File: src/rtl/assert_macros.svh
// assertion macros used by the top level rtl file of the frame downscaler
// no dependencies; expects clk and rst_n in the scope of the caller
`ifndef ASSERT_MACROS_SVH
`define ASSERT_MACROS_SVH

`ifndef SYNTHESIS
// check on every rising edge outside reset
`define FDS_ASSERT(lbl, prop, msg) \
    lbl: assert property (@(posedge clk) disable iff (!rst_n) (prop)) else $error(msg);
// check on every rising edge, reset included
`define FDS_ASSERT_ALWAYS(lbl, prop, msg) \
    lbl: assert property (@(posedge clk) (prop)) else $error(msg);
`else
`define FDS_ASSERT(lbl, prop, msg)
`define FDS_ASSERT_ALWAYS(lbl, prop, msg)
`endif

`endif

File: src/rtl/fds_ram.sv
// generic ram: one write port, two registered read ports
// no dependencies
`timescale 1ns / 1ps

module fds_ram #(
    parameter int WIDTH = 8,
    parameter int DEPTH = 256
) (
    input  logic                     clk,
    input  logic                     we,
    input  logic [$clog2(DEPTH)-1:0] waddr,
    input  logic [WIDTH-1:0]         wdata,
    input  logic                     re,
    input  logic [$clog2(DEPTH)-1:0] raddr0,
    input  logic [$clog2(DEPTH)-1:0] raddr1,
    output logic [WIDTH-1:0]         rdata0,
    output logic [WIDTH-1:0]         rdata1
);

    logic [WIDTH-1:0] mem [DEPTH];

    // write port
    always_ff @(posedge clk)
    begin
        if (we)
        begin
            mem[waddr] <= wdata;
        end
    end

    // registered reads, held while re is low
    always_ff @(posedge clk)
    begin
        if (re)
        begin
            rdata0 <= mem[raddr0];
            rdata1 <= mem[raddr1];
        end
    end

endmodule

File: config.mk
export PLATFORM = sky130hd
export DESIGN_NAME = fds_ram
export DESIGN_NICKNAME = d
export VERILOG_FILES = /design/src/rtl/assert_macros.svh /design/src/rtl/fds_ram.sv
export SDC_FILE = /design/constraint.sdc
export NUM_CORES = 2
export LEC_CHECK = 0
export BUFFER_PORTS_ARGS = -buffer_cell sky130_fd_sc_hd__buf_2
export CORE_MARGIN = 4
export CORE_UTILIZATION = 48
export CTS_BUF_LIST = sky130_fd_sc_hd__clkbuf_8
export DETAILED_ROUTE_END_ITERATION = 10
export PLACE_DENSITY = 0.67
export SLEW_MARGIN = 20
export SYNTH_ARGS = -nofsm -noshare
export SYNTH_HDL_FRONTEND = slang
export SYNTH_SLANG_ARGS = --single-unit
File: constraint.sdc
create_clock -name clk -period 2.7 [get_ports clk]
set_input_delay 0.405 -clock clk [delete_from_list [all_inputs] [get_ports clk]]
set_output_delay 0.405 -clock clk [all_outputs]
set_load 0.05 [all_outputs]
==> reports/qor.csv <==
stage,metric,value,unit
floorplan,die_area,210000,sq um
clock_tree,tritoncts,done,
critical_path,path_cells,mux4_2 > mux4_2 > nand2_2 > o31ai_2 > a211oi_2 > buf_4 > nor4_2,
timing,final.setup.worst_slack,0.00879,ns
placement,placed_cells,8211,
synth,ys.flop_type,edfxtp_1,
synth,synthMuxAreaShare,27.2,%
timing,final_hold_viol_count,0,
min_path,min-delay-start,waddr[0],
synth,synthTopCellsByCount,"2064 x edfxtp_1, 1051 x mux4_2, 298 x nor2_1",
clock_tree,clk_latency,1.09,ns
timing,tightestPinTransition,0.969,ns
job,max_cap_violations,0,
synth,syn_nets,4882,
synth,synthCells,4847,
finish,instances_no_fill,8855,
synth,synth_compound_area_share,3.53,%
floorplan,dieWidth,458,um
critical_path,worst-path-max-fanout,2,
timing,setup_violations,0,
synth,synth.largest_area_cell,edfxtp_1,
timing,max_freq,372,MHz
critical_path,cp_slowest_stage_delay,0.52,ns
route,viasPerCell,6.67,
critical_path,startpoint,mem[224][4],
critical_path,cp-end-kind,flip-flop,
pwr,p_leak,38.3,nW
floorplan,die_h,458,um
floorplan,core,200000,sq um
min_path,min_path_type,in -> reg,
outcome,status,"finished, final reports clean",
pwr,p_per_area,606,nW/um^2
grt,first_global_vias,59600,
timing,grt_setup_unrepaired,false,
critical_path,path_common_cell,mux4_2,
clock_tree,cts-buffers-inserted,356,
finish,final_layout_size_suffix_gt1_share,43.0,%
floorplan,start_util,48.5,%
critical_path,cpMaxStageDelayCell,mux4_2,
clock_tree,clkSinkCount,2064,
grt,grt_max_degree,101,
synth,syn_area,97100,sq um
route,antenna_left,0,
timing,finalClockSkew,0.0923,ns
synth,syn_avg_cell_area,20.0,sq um
timing,fin_crit_sh,99.7,%
critical_path,path_class,reg -> reg,
placement,pre_cts_slack,-1.37,ns
floorplan,pin_count,51,
placement,place_area,108000,sq um
grt,grt_usage,29.5,%
grt,antenna_found_initial,16,
route,wl_per_cell,35.0,um
placement,dpl.hpwl,217000,um
finish,fin_area,114000,sq um
placement,gp_congestion,0.938,
synth,synth-simple-area-share,2.69,%
route,drc,0,
synth,synthTopCellsByArea,"edfxtp_1 64%, mux4_2 24%, mux2i_1 2.4%, nor2_1 1.2%, o221ai_1 0.59%",
finish,final_util,57.1,%
timing,fin_crit,2.69,ns
critical_path,startpoint_type,flip-flop,
synth,synth_seq_cells,2064,
route,drtIter0Drc,9020,
route,vias,59100,
clock_tree,h-tree-depth,5,
route,first_pass_iters,8,
placement,port-buffer-count,50,
synth,synth_xor_xnor_area_share,0,%
synth,synthDistinctLibCells,64,
synth,postSynth.asyncResetShare,0,%
critical_path,cp.arrival,3.45,ns
route,drt-total-wl,310000,um
timing,holdWs,0.137,ns
synth,yosysTopAreaCellShare,63.8,%
timing,slew_violations,0,
synth,synth_top_family_by_area,multiplexers,
synth,yosysSeqAreaShare,63.8,%
synth,synth_edf_count,2064,
finish,nNetsFinal,5957,
synth,synth.most_common_cell,edfxtp_1,
synth,synth_fa_ha_area_share,0,%
finish,area_growth,17.8,%
floorplan,rows,164,
timing,relSlewSlack,35.3,%
clock_tree,cts_root_buf,clkbuf_8,
grt,overflow,0,
pwr,ir_worst_vdd,0.596,mV
critical_path,required,3.46,ns
clock_tree,cts_max_path_buffers,4,
grt,grt_pass1_wl,440000,um
critical_path,timing.rr.start,mem[224][4],
clock_tree,path_clk_slew,0.06,ns
synth,synth_warnings,0,
[logic make-up (layout without fill, tap and decap cells)]
group	after synthesis	count (layout)
flip-flops	2064	2064
multiplexers	1325	1325
AND/OR/NAND/NOR	591	591
AO/OA/AOI/OAI	466	466
buffers and inverters	401	1741
other	0	12
[worst max-delay path: cells and delay by family (launching register included)]
family                 cells  cell delay (ns)
and+or+nand+nor            2             0.27
DFF                        1             0.39
buffers and inverters      1             0.23
AOI/OAI and AO/OA          2             0.46
muxes                      2             0.99
[area by class of cell]
| class | instances | area (sq um) |
|---|---|---|
| inverters | 6 | 26.3 |
| fillers | 14700 | 86000 |
| repair buffers | 1112 | 10000 |
| flip-flops and latches | 2064 | 62000 |
| clock buffers | 365 | 5020 |
| clock inverters | 258 | 1450 |
| multi-input cells | 2382 | 32600 |
| well taps | 2656 | 3320 |
| diodes | 12 | 30.0 |
[cell usage in the layout (no fill, tap or decap), drive strengths merged, types with 79 or more instances in the layout]
| cell type | Yosys | final |
|---|---|---|
| nor2 | 299 | 299 |
| clkbuf | 137 | 374 |
| inv | 2 | 108 |
| a21oi | 79 | 79 |
| nand2 | 114 | 114 |
| edfxtp | 2064 | 2064 |
| mux2i | 236 | 236 |
| mux4 | 1051 | 1051 |
| buf | 258 | 1093 |
| clkinv | 4 | 138 |
[registers in the layout, indices dropped and copies added, names as in the netlist]
| signal | count |
|---|---|
| mem | 2048 |
| rdata0 | 8 |
| rdata1 | 8 |
[routing by layer]
| metal | global-route usage (%) | vias up | part of all wire, % |
|---|---|---|---|
| met5 | 0 | - | 0.011 |
| met4 | 13.9 | 6 | 5.6 |
| met3 | 7.87 | 720 | 12 |
| met2 | 44.6 | 4138 | 46 |
| met1 | 40.5 | 30900 | 37 |
| li1 | - | 23300 | - |
[final timing paths]
| kind | cells past startpoint | slack, ns | to |
|---|---|---|---|
| worst max-delay path | 7 | 0.009 | rdata0[4] |
| worst min-delay path | 3 | 0.14 | mem[75][3] |
| worst max register to register | 7 | 0.009 | rdata0[4] |
| worst min register to register | 5 | 1.12 | rdata1[5] |
[stage by stage]
stage,power (mW),setup TNS [ns]
floorplan,39.7,0
global placement,43.0,-12.98
detailed placement,43.1,-13.25
CTS,69.6,0
global route,71.5,0
finish,69.4,0
[report_power, final]
group          switching, mW  internal (mW)
clock                   12.9           13.9
combinational           4.01           3.08
sequential             0.105           35.4
total                   17.0           52.4
[what timing repair did]
| action | CTS | global route |
|---|---|---|
| endpoints found under the setup margin | 8 | 5 |
| hold buffers | 10 | 0 |
| setup buffers | 1 | 0 |
| gates resized for setup | 22 | 5 |
| hold endpoints to repair | 466 | 0 |
| pin swaps | 4 | 2 |
No activity file was read; power rests on OpenSTA's default activity.
