--- config.mk ---
export PLATFORM = sky130hd
export DESIGN_NAME = fds_div
export DESIGN_NICKNAME = d
export VERILOG_FILES = /design/src/rtl/assert_macros.svh /design/src/rtl/fds_div.sv
export SDC_FILE = /design/constraint.sdc
export NUM_CORES = 1
export LEC_CHECK = 0
export ABC_AREA = 0
export BUFFER_PORTS_ARGS = -buffer_cell sky130_fd_sc_hd__buf_4
export CORE_UTILIZATION = 55
export DETAILED_ROUTE_END_ITERATION = 16
export HOLD_SLACK_MARGIN = 0.03
export PLACE_DENSITY = 0.74
export SLEW_MARGIN = 20
export SYNTH_ARGS = -nofsm -noshare
export SYNTH_HDL_FRONTEND = slang
export SYNTH_SLANG_ARGS = --single-unit
export TNS_END_PERCENT = 50
--- constraint.sdc ---
create_clock -name clk -period 12.6 [get_ports clk]
set_clock_uncertainty 0.05 [all_clocks]
set_input_delay 1.26 -clock clk [delete_from_list [all_inputs] [get_ports clk]]
set_output_delay 1.26 -clock clk [all_outputs]
set_load 0.05 [all_outputs]
--- src/rtl/assert_macros.svh ---
// assertion macros used by the top level rtl file of the frame downscaler
// no dependencies; expects clk and rst_n in the scope of the caller
`ifndef ASSERT_MACROS_SVH
`define ASSERT_MACROS_SVH

`ifndef SYNTHESIS
// check on every rising edge outside reset
`define FDS_ASSERT(lbl, prop, msg) \
    lbl: assert property (@(posedge clk) disable iff (!rst_n) (prop)) else $error(msg);
// check on every rising edge, reset included
`define FDS_ASSERT_ALWAYS(lbl, prop, msg) \
    lbl: assert property (@(posedge clk) (prop)) else $error(msg);
`else
`define FDS_ASSERT(lbl, prop, msg)
`define FDS_ASSERT_ALWAYS(lbl, prop, msg)
`endif

`endif

--- src/rtl/fds_div.sv ---
// two stage restoring divider, four quotient bits per stage
// no dependencies
`timescale 1ns / 1ps

module fds_div (
    input  logic       clk,
    input  logic       en,
    input  logic [8:0] rem_in,
    input  logic [7:0] low_in,
    input  logic [8:0] divisor,
    output logic [7:0] quot,
    output logic [8:0] rem
);

    logic [8:0] rem_a_reg;
    logic [3:0] qh_a_reg;
    logic [3:0] low_a_reg;
    logic [8:0] div_a_reg;
    logic [7:0] quot_reg;
    logic [8:0] rem_reg;

    logic [8:0] rem_a_next;
    logic [3:0] qh_a_next;
    logic [8:0] rem_b_next;
    logic [3:0] ql_b_next;
    logic [9:0] ta;
    logic [9:0] tb;

    // first four steps
    always_comb
    begin
        rem_a_next = rem_in;
        qh_a_next  = 4'd0;
        ta         = 10'd0;
        for (int i = 0; i < 4; i++)
        begin
            ta = {rem_a_next, low_in[7-i]};
            if (ta >= {1'b0, divisor})
            begin
                ta = ta - {1'b0, divisor};
                qh_a_next[3-i] = 1'b1;
            end
            rem_a_next = ta[8:0];
        end
    end

    // last four steps
    always_comb
    begin
        rem_b_next = rem_a_reg;
        ql_b_next  = 4'd0;
        tb         = 10'd0;
        for (int i = 0; i < 4; i++)
        begin
            tb = {rem_b_next, low_a_reg[3-i]};
            if (tb >= {1'b0, div_a_reg})
            begin
                tb = tb - {1'b0, div_a_reg};
                ql_b_next[3-i] = 1'b1;
            end
            rem_b_next = tb[8:0];
        end
    end

    // stage registers
    always_ff @(posedge clk)
    begin
        if (en)
        begin
            rem_a_reg <= rem_a_next;
            qh_a_reg  <= qh_a_next;
            low_a_reg <= low_in[3:0];
            div_a_reg <= divisor;
            quot_reg  <= {qh_a_reg, ql_b_next};
            rem_reg   <= rem_b_next;
        end
    end

    assign quot = quot_reg;
    assign rem  = rem_reg;

endmodule

==> impl_metrics.json <==
{
  "dp_hpwl_um": 9880,
  "status": "finished, final reports clean",
  "detail_route.iter0.violations": 174,
  "dieWidth_um": 99.2,
  "groute.layer.met2.usage_pct": 45.2,
  "required_ps": 12610,
  "synth_sequential_area_ratio_pct": 24.9,
  "slew_limit_fails": 0,
  "maxCapViolations": 0,
  "gp_routability_congestion": 0.925,
  "cts-root-buf": "clkbuf_8",
  "grt_pass1_wl_um": 19700,
  "grtUsageMet3_pct": 3.51,
  "clock_insertion_delay_worst_skew_ps": 310,
  "drt-pass1-iter-count": 4,
  "max_stage_delay_ps": 730,
  "clk_path_buf_depth": 2,
  "cts_tree": "yes",
  "maxClockFrequency_mhz": 99.4,
  "synth_edf_count": 43,
  "setup_viol_count_final": 0,
  "worst_slew_margin_relative_to_its_limit_pct": 46.6,
  "gr-total-overflow": 0,
  "floorplan.initialDensity_pct": 56.5,
  "reg2regPathDepth": 31,
  "port_buffers": 44,
  "hold_path_class": "reg -> reg",
  "ctsHtreeMaxLevel": 2,
  "critical-path-slowest-cell": "a2111oi_4",
  "yosys_register_bits": 43,
  "most_used_layer_global_route": "met2",
  "netlist_instances": 550,
  "detailroute.via_count": 4224,
  "hold_violation_total_from_the_final_report": 0,
  "number_of_buffers_inserted_for_hold_repair_after_clock_tree_synthesis": 0,
  "whs_path_depth": 0,
  "finalCritPeriodShare_pct": 79.8,
  "clk_transition_reported_paths_ps": 90,
  "most_instantiated_library_cell_after_synthesis": "ha_1",
  "postCtsSetupRepairBufs": 0,
  "floorplan.die.height_um": 99.2,
  "critical_path.most_common_cell": "a21oi_1",
  "mappedNetlistArea_mm2": 0.00519,
  "synth_area_per_cell_um2": 9.45,
  "arrival_ps": 10070,
  "async_reset_ff_share_pct": 0,
  "worst-r2r-setup-slack_ps": 2700,
  "grt_antenna_before_repair": 0,
  "post-route-min-period_ps": 10060,
  "synthesis.nets": 658,
  "core_region_area_mm2": 0.00920,
  "postCtsResizedCells": 0,
  "clkSinkCount": 43,
  "grtUsageMet1_pct": 31.5,
  "nNetsFinal": 705,
  "drt_drc_violations_left": 0,
  "crit_path_end_kind": "flip-flop",
  "path_max_fanout": 13,
  "antenna_left": 0,
  "fin_setup_tns_ps": 0,
  "vias_per_cell": 5.96,
  "vias_in_the_first_global_route": 4195,
  "routed_wl_um": 12200,
  "synthFlopType": "edfxtp_1",
  "floorplan_die_area_mm2": 0.00984,
  "grt_util_all_layers_pct": 25.4,
  "synth_area_leaders": "edfxtp_1 25%, ha_1 17%, mux2_2 7.4%, xnor2_1 4.9%, a21oi_1 4.3%",
  "diode_count": 0,
  "top_cell_type_s_share_of_synthesized_area_pct": 24.9,
  "ys_warns": 0,
  "critPathKind": "in -> reg",
  "post_drt_wl_per_cell_um": 17.2,
  "drive_gt1_share_pct": 17.6,
  "numCtsBuffers": 5,
  "synth_commonest_cells": "72 x ha_1, 49 x inv_1, 45 x a21oi_1",
  "grt_setup_unrepaired": "no",
  "cpLargestDelayFamily": "compound AO/OA/AOI/OAI gates",
  "io_pins": 45,
  "worst_pin_slew_ps": 801,
  "core.rowCount": 35,
  "critical_path.startpoint_type": "primary input",
  "cp.buffers_inverters": 6,
  "synth_cell_types": 56,
  "largest_net_degree_at_the_start_of_global_routing": 44,
  "netlist.top_cell.by_area": "edfxtp_1",
  "number_of_cells_on_the_critical_path": 35,
  "syn2layout_area_growth_pct": 10.5
}
==> stage by stage <==
step / instance area, µm² / cells / setup WS [ps] / util (%) / hold WS [ps]
floorplan: 5190 / 550 / 3180 / - / 350
global placement: 5640 / 701 / 2640 / 61.4 / 361
detailed placement: 5640 / 701 / 2360 / 61.4 / 365
CTS: 5740 / 709 / 2680 / 62.4 / 387
global route: 5740 / 709 / 1820 / 62.4 / 408
finish: 5740 / 709 / 2540 / 62.4 / 387
==> cell families after synthesis <==
logic type,after synthesis,share of synthesized area [%]
adder cells (fa/ha/maj),80,20.4
buffers and inverters,57,4.41
AND/OR/NAND/NOR,125,11.7
XOR/XNOR,45,7.59
AO/OA/AOI/OAI,146,18.9
multiplexers,54,12.1
flip-flops,43,24.9
==> worst register-to-register path: cells and delay by family (launching register included) <==
family	cells	cell delay (ps)
AO/OA/AOI/OAI	16	4690
multiplexers	5	1660
adder cells (fa/ha/maj)	4	1550
AND/OR/NAND/NOR	3	700
flip-flops	1	460
buffers and inverters	3	530
==> metal layers <==
layer,part of all wire (%),wire (µm),vias to the layer above
li1,-,-,2128
met1,44,5330,1966
met2,49,6020,106
met3,4.3,524,24
met4,2.6,320,0
met5,0,0,-
==> cell usage in the layout, fill, tap and decap left out, types with 8 or more instances in the layout <==
cell      instances
a21o_1           17
a21oi_1          45
buf_4            45
edfxtp_1         43
fa_1              8
ha_1             72
inv_1            49
mux2_2           34
mux2i_1          12
nand2_1          26
nand2b_1          9
nand4_1           9
nor2_1           38
nor2b_1           9
nor3_1           12
o21a_1            9
o21ai_0          27
xnor2_1          29
xor2_1           16
==> cell type report <==
cell class / count / area, µm²
Multi-Input combinational cell: 450 / 3670
Inverter: 52 / 200
Timing Repair Buffer: 45 / 338
Sequential cell: 43 / 1290
Fill cell: 788 / 3460
Clock inverter: 3 / 26.3
Tap cell: 111 / 139
Clock buffer: 5 / 68.8
==> final timing paths <==
kind                                    from           end
worst max register to register  div_a_reg[1]        rem[7]
worst min-delay path             qh_a_reg[3]       quot[7]
worst min register to register   qh_a_reg[3]       quot[7]
worst max-delay path               low_in[7]  rem_a_reg[6]
Power is not shown: default switching activity piles up to over one toggle a cycle in this logic, so the estimate is an artifact.
