## src/rtl/assert_macros.svh

```systemverilog
// assertion macros used by the top level rtl file of the frame downscaler
// no dependencies; expects clk and rst_n in the scope of the caller
`ifndef ASSERT_MACROS_SVH
`define ASSERT_MACROS_SVH

`ifndef SYNTHESIS
// check on every rising edge outside reset
`define FDS_ASSERT(lbl, prop, msg) \
    lbl: assert property (@(posedge clk) disable iff (!rst_n) (prop)) else $error(msg);
// check on every rising edge, reset included
`define FDS_ASSERT_ALWAYS(lbl, prop, msg) \
    lbl: assert property (@(posedge clk) (prop)) else $error(msg);
`else
`define FDS_ASSERT(lbl, prop, msg)
`define FDS_ASSERT_ALWAYS(lbl, prop, msg)
`endif

`endif

```

## src/rtl/fds_pkg.sv

```systemverilog
// shared types, constants and color helpers of the frame downscaler
// no dependencies
`timescale 1ns / 1ps

package fds_pkg;

    // source frame geometry and screen limits
    localparam int SRC_WIDTH      = 256;
    localparam int SRC_HEIGHT     = 240;
    localparam int MAX_LCD_WIDTH  = 320;
    localparam int LCD_HEIGHT_MAX = 240;
    localparam int BANK_SIZE      = SRC_WIDTH * SRC_HEIGHT;

    // frame memory: two banks split by column parity, 256 rows x 128 pairs
    localparam int FRAME_DEPTH = 65536;
    localparam int FRAME_AW    = 16;
    localparam int PAL_DEPTH   = 256;
    localparam int OUT_W       = 33;

    // configuration reset values
    localparam logic [8:0] LCD_WIDTH_RST  = 9'd220;
    localparam logic [7:0] LCD_HEIGHT_RST = 8'd176;

    // configuration register indexes
    localparam logic CFG_LCD_WIDTH  = 1'b0;
    localparam logic CFG_LCD_HEIGHT = 1'b1;

    // request kinds
    typedef enum logic [1:0] {
        REQ_PAL    = 2'd0,
        REQ_FRAME  = 2'd1,
        REQ_SWAP   = 2'd2,
        REQ_RENDER = 2'd3
    } req_t;

    // item fields that travel alongside the divider stages
    typedef struct packed {
        req_t        req;
        logic [5:0]  pal_idx;
        logic [15:0] color;
        logic [15:0] faddr;
        logic [7:0]  pix;
        logic        hit;
        logic        nx_ok;
        logic        ny_ok;
        logic [16:0] saddr;
    } carry_t;

    // per channel average of two rgb565 words, halves summed
    function automatic logic [15:0] blend565(input logic [15:0] a, input logic [15:0] b);
        logic [4:0] r;
        logic [5:0] g;
        logic [4:0] bl;
        r  = {1'b0, a[15:12]} + {1'b0, b[15:12]};
        g  = {1'b0, a[10:6]} + {1'b0, b[10:6]};
        bl = {1'b0, a[4:1]} + {1'b0, b[4:1]};
        return {r, g, bl};
    endfunction

endpackage

```

## src/rtl/fds_out_skid.sv

```systemverilog
// output register with skid stage for the result stream
// depends on fds_pkg for the result width
`timescale 1ns / 1ps

module fds_out_skid (
    input  logic                     clk,
    input  logic                     rst_n,
    input  logic                     push,
    input  logic [fds_pkg::OUT_W-1:0] push_data,
    output logic                     en,
    output logic                     out_valid,
    input  logic                     out_ready,
    output logic [fds_pkg::OUT_W-1:0] out_data
);

    import fds_pkg::*;

    logic             out_valid_reg;
    logic             skid_valid_reg;
    logic [OUT_W-1:0] out_data_reg;
    logic [OUT_W-1:0] skid_data_reg;

    // control
    always_ff @(posedge clk or negedge rst_n)
    begin
        if (!rst_n)
        begin
            out_valid_reg  <= 1'b0;
            skid_valid_reg <= 1'b0;
        end
        else if (!out_valid_reg || out_ready)
        begin
            out_valid_reg  <= skid_valid_reg || push;
            skid_valid_reg <= 1'b0;
        end
        else if (push)
        begin
            skid_valid_reg <= 1'b1;
        end
    end

    // payload
    always_ff @(posedge clk)
    begin
        if (!out_valid_reg || out_ready)
        begin
            out_data_reg <= skid_valid_reg ? skid_data_reg : push_data;
        end
        else if (push)
        begin
            skid_data_reg <= push_data;
        end
    end

    assign en        = !skid_valid_reg;
    assign out_valid = out_valid_reg;
    assign out_data  = out_data_reg;

endmodule

```

## config.mk

```make
export PLATFORM = sky130hd
export DESIGN_NAME = fds_out_skid
export DESIGN_NICKNAME = d
export VERILOG_FILES = /design/src/rtl/assert_macros.svh /design/src/rtl/fds_pkg.sv /design/src/rtl/fds_out_skid.sv
export SDC_FILE = /design/constraint.sdc
export NUM_CORES = 1
export LEC_CHECK = 0
export BUFFER_PORTS_ARGS = -buffer_cell sky130_fd_sc_hd__buf_2
export CORE_MARGIN = 4
export CORE_UTILIZATION = 45
export CTS_CLUSTER_DIAMETER = 120
export DETAILED_ROUTE_END_ITERATION = 16
export GPL_TIMING_DRIVEN = 0
export PLACE_DENSITY = 0.79
export SYNTH_ARGS = -nofsm -noshare
export SYNTH_HDL_FRONTEND = slang
export SYNTH_SLANG_ARGS = --single-unit
```

## constraint.sdc

```tcl
create_clock -name clk -period 3.2 [get_ports clk]
set_input_delay 0.16 -clock clk [delete_from_list [all_inputs] [get_ports clk]]
set_output_delay 0.16 -clock clk [all_outputs]
set_load 0.05 [all_outputs]
```

==> impl_metrics.toml <==
[floorplanning]
ios = 72
die-area_um2 = 7080
coreArea_um2 = 5570
num_rows = 27
dieWidth_um = 84.1
chipHeight_um = 84.1
start_util = 0.468

[clock_tree]
post_cts_buffers = 0
clk_pin_slew_ns = 0.07
cts_root_buf = "clkbuf_8"
cts_tree = "yes"
clock_sinks = 68
cts_buffer_depth = 2
htree_levels = 3
ctsResizeCount = 0
holdBufCountCts = 10
worstSkewPairLatency_ns = 0.34
cts_buffers = 9

[critical_path]
cp_top_family = "simple AND/OR/NAND/NOR gates"
start_kind = "flop"
crit_slowest_cell = "nor2_4"
criticalPathCategory = "flop to flop"
cp_max_fo = 36
critPathBufInv = 0
cp.arrival_ns = 2.19
cpPeakStageDelay_ns = 0.96
worstSetupEndpointType = "flop"
critPathRequiredTime_ns = 3.15
cp_cell_sequence = "nand2b_2, nor2_4"

[synth]
synth-adder-area-share = 0
ys_top_cells_by_area = "edfxtp_1 (76%), mux2_4 (16%), buf_12 (2.3%), mux2_2 (2.2%), dfrtp_1 (1.9%)"
synth_xor_area_frac = 0
ys_ff_latch = 68
synth_top_area_frac = 0.760
synth.distinct_cells = 10
synth_top_family_by_area = "multiplexers"
synth_compound_area_frac = 0
ys_seq_area_frac = 0.779
syn_inst = 112
synth.avg_cell_area_um2 = 23.3
synth_mux_area_frac = 0.183
synth_simple_gate_area_share = 0.00815
synth_area_um2 = 2610
ys_warn_count = 0
yosysTopAreaCell = "edfxtp_1"
syn_nets = 149

[route]
wirelength_um = 4350
routedLengthMet1_um = 1790
dr_wl_met3_um = 298
highest_layer = "met4"
drt.antenna.violating_nets = 0
wl_met2_um = 2150
routedWlPerCell_um = 15.2
vias_per_cell = 4.62
dr.pass1.iters = 3
vias = 1322
drt_iter0_drc = 36
drc = 0

[power]
power_density_nw_per_um2 = 614
power_switching_uw = 558
p_clk_frac = 0.320
share_seq_of_total_power = 0.511
pwr-share-comb = 0.169
p_int_mw = 1.53
power_mw = 2.09
p_sw_frac = 0.267
vdd_drop_max_mv = 0.299
p_leak_nw = 1.37

[global_routing]
grt_max_degree = 37
grt_usage = 0.128
grt_pass1_wl_um = 6730
antenna_found_initial = 0
grt-ovfl-total = 0
grt_pass1_vias = 1374

[finish]
fin_cells = 286
layout-drive-gt1-share = 0.584
multi_input_area_um2 = 508
regArea_um2 = 2030
fillCellCount = 441
num_antenna_cells = 0
syn_to_final_growth_pct = 30.6
nets = 246

[timing]
finalHoldViolations = 0
drv_slew = 0
rsz0062_at_grt = "false"
tns_ns = 0
hold_ws_ns = 0.0200
tightestPinTransition_ns = 0.955
setup_viol = 0
max_freq_mhz = 447
relSlewSlack = 0.362
clock_skew_ns = 0.0105
period_minus_slack_ns = 2.24
period_share = 0.699

[status]
status = "complete, no violations"

[job]
maxCapViolCount = 0

[worst_hold_path]
hold_class = "input port to flop"

[placed_design]
portBuffers = 71
dp_hpwl_um = 2830
dp_cells = 255
gp_congestion = 0.698
==> kinds of logic after synthesis <==
family / after synthesis
simple gates: 5
flops: 68
mux: 33
buf+inv: 6
==> worst paths after layout <==
path / from / endpoint / slack [ns] / depth (start not counted)
worst max register to register: out_valid$_DFFE_PN0P_ / skid_data_reg[21]$_DFFE_PP_ / 0.96 / 2
min in group asynchronous: rst_n / skid_valid_reg$_DFFE_PN0P_ / 0.13 / 2
worst max-delay path: out_valid$_DFFE_PN0P_ / skid_data_reg[21]$_DFFE_PP_ / 0.96 / 2
max in group asynchronous: rst_n / out_valid$_DFFE_PN0P_ / 2.96 / 2
worst min-delay path: push_data[25] / skid_data_reg[25]$_DFFE_PP_ / 0.02 / 1
worst min register to register: skid_data_reg[11]$_DFFE_PP_ / out_data[11]$_DFFE_PP_ / 0.55 / 1
==> layer usage <==
metal  global-route usage  up-vias
met5                    0        -
met4               0.0804        0
met3               0.0432       10
met2                0.212       55
met1                0.139      626
li1                     -      631
==> area by class of cell <==
type | count | share of cell area
clock buffers | 9 | 0.0364
well taps | 72 | 0.0265
repair buffers | 86 | 0.148
multi-input cells | 38 | 0.149
inverters | 2 | 0.00220
clock inverters | 7 | 0.0198
flip-flops and latches | 68 | 0.597
plain buffers | 4 | 0.0209
==> power by group through the flow <==
stage	Clock, mW	Sequential (mW)	Combinational [mW]
floorplan	0	1.24	0.109
global placement	0	1.09	0.336
detailed placement	0	1.09	0.343
CTS	0.692	1.07	0.353
global route	0.735	1.07	0.370
finish	0.669	1.07	0.353
==> stage by stage <==
stage	area [um2]	worst slack (ns)	util
6_report	3410	0.963	0.611
3_3_place_gp	3060	-0.0926	0.548
4_1_cts	3360	0.851	0.602
3_5_place_dp	3060	0.865	0.550
5_1_grt	3410	0.725	0.611
2_1_floorplan	2610	0.269	-
==> cells in the mapped netlist <==
master and number:
buf_12 3, mux2_2 5, mux2_4 28, buf_6 1, edfxtp_1 66, nand2_1 1, nor2_1 3, dfrtp_1 2
nand2b_1 1, inv_1 2
==> placed cells by master (no fill, tap or decap) <==
cell type and n:
nand2_1 1, buf_12 3, mux2_2 5, buf_2 71, dlygate4sd3_1 15, nand2b_2 1
nor2_1 2, clkinv_1 1, clkinvlp_4 2, clkbuf_8 9, buf_6 1, edfxtp_1 66
clkinv_2 2, clkinv_4 1, mux2_4 28, bufinv_16 1, dfrtp_1 2, nor2_4 1
inv_1 2
No activity file was read; power rests on OpenSTA's default activity.
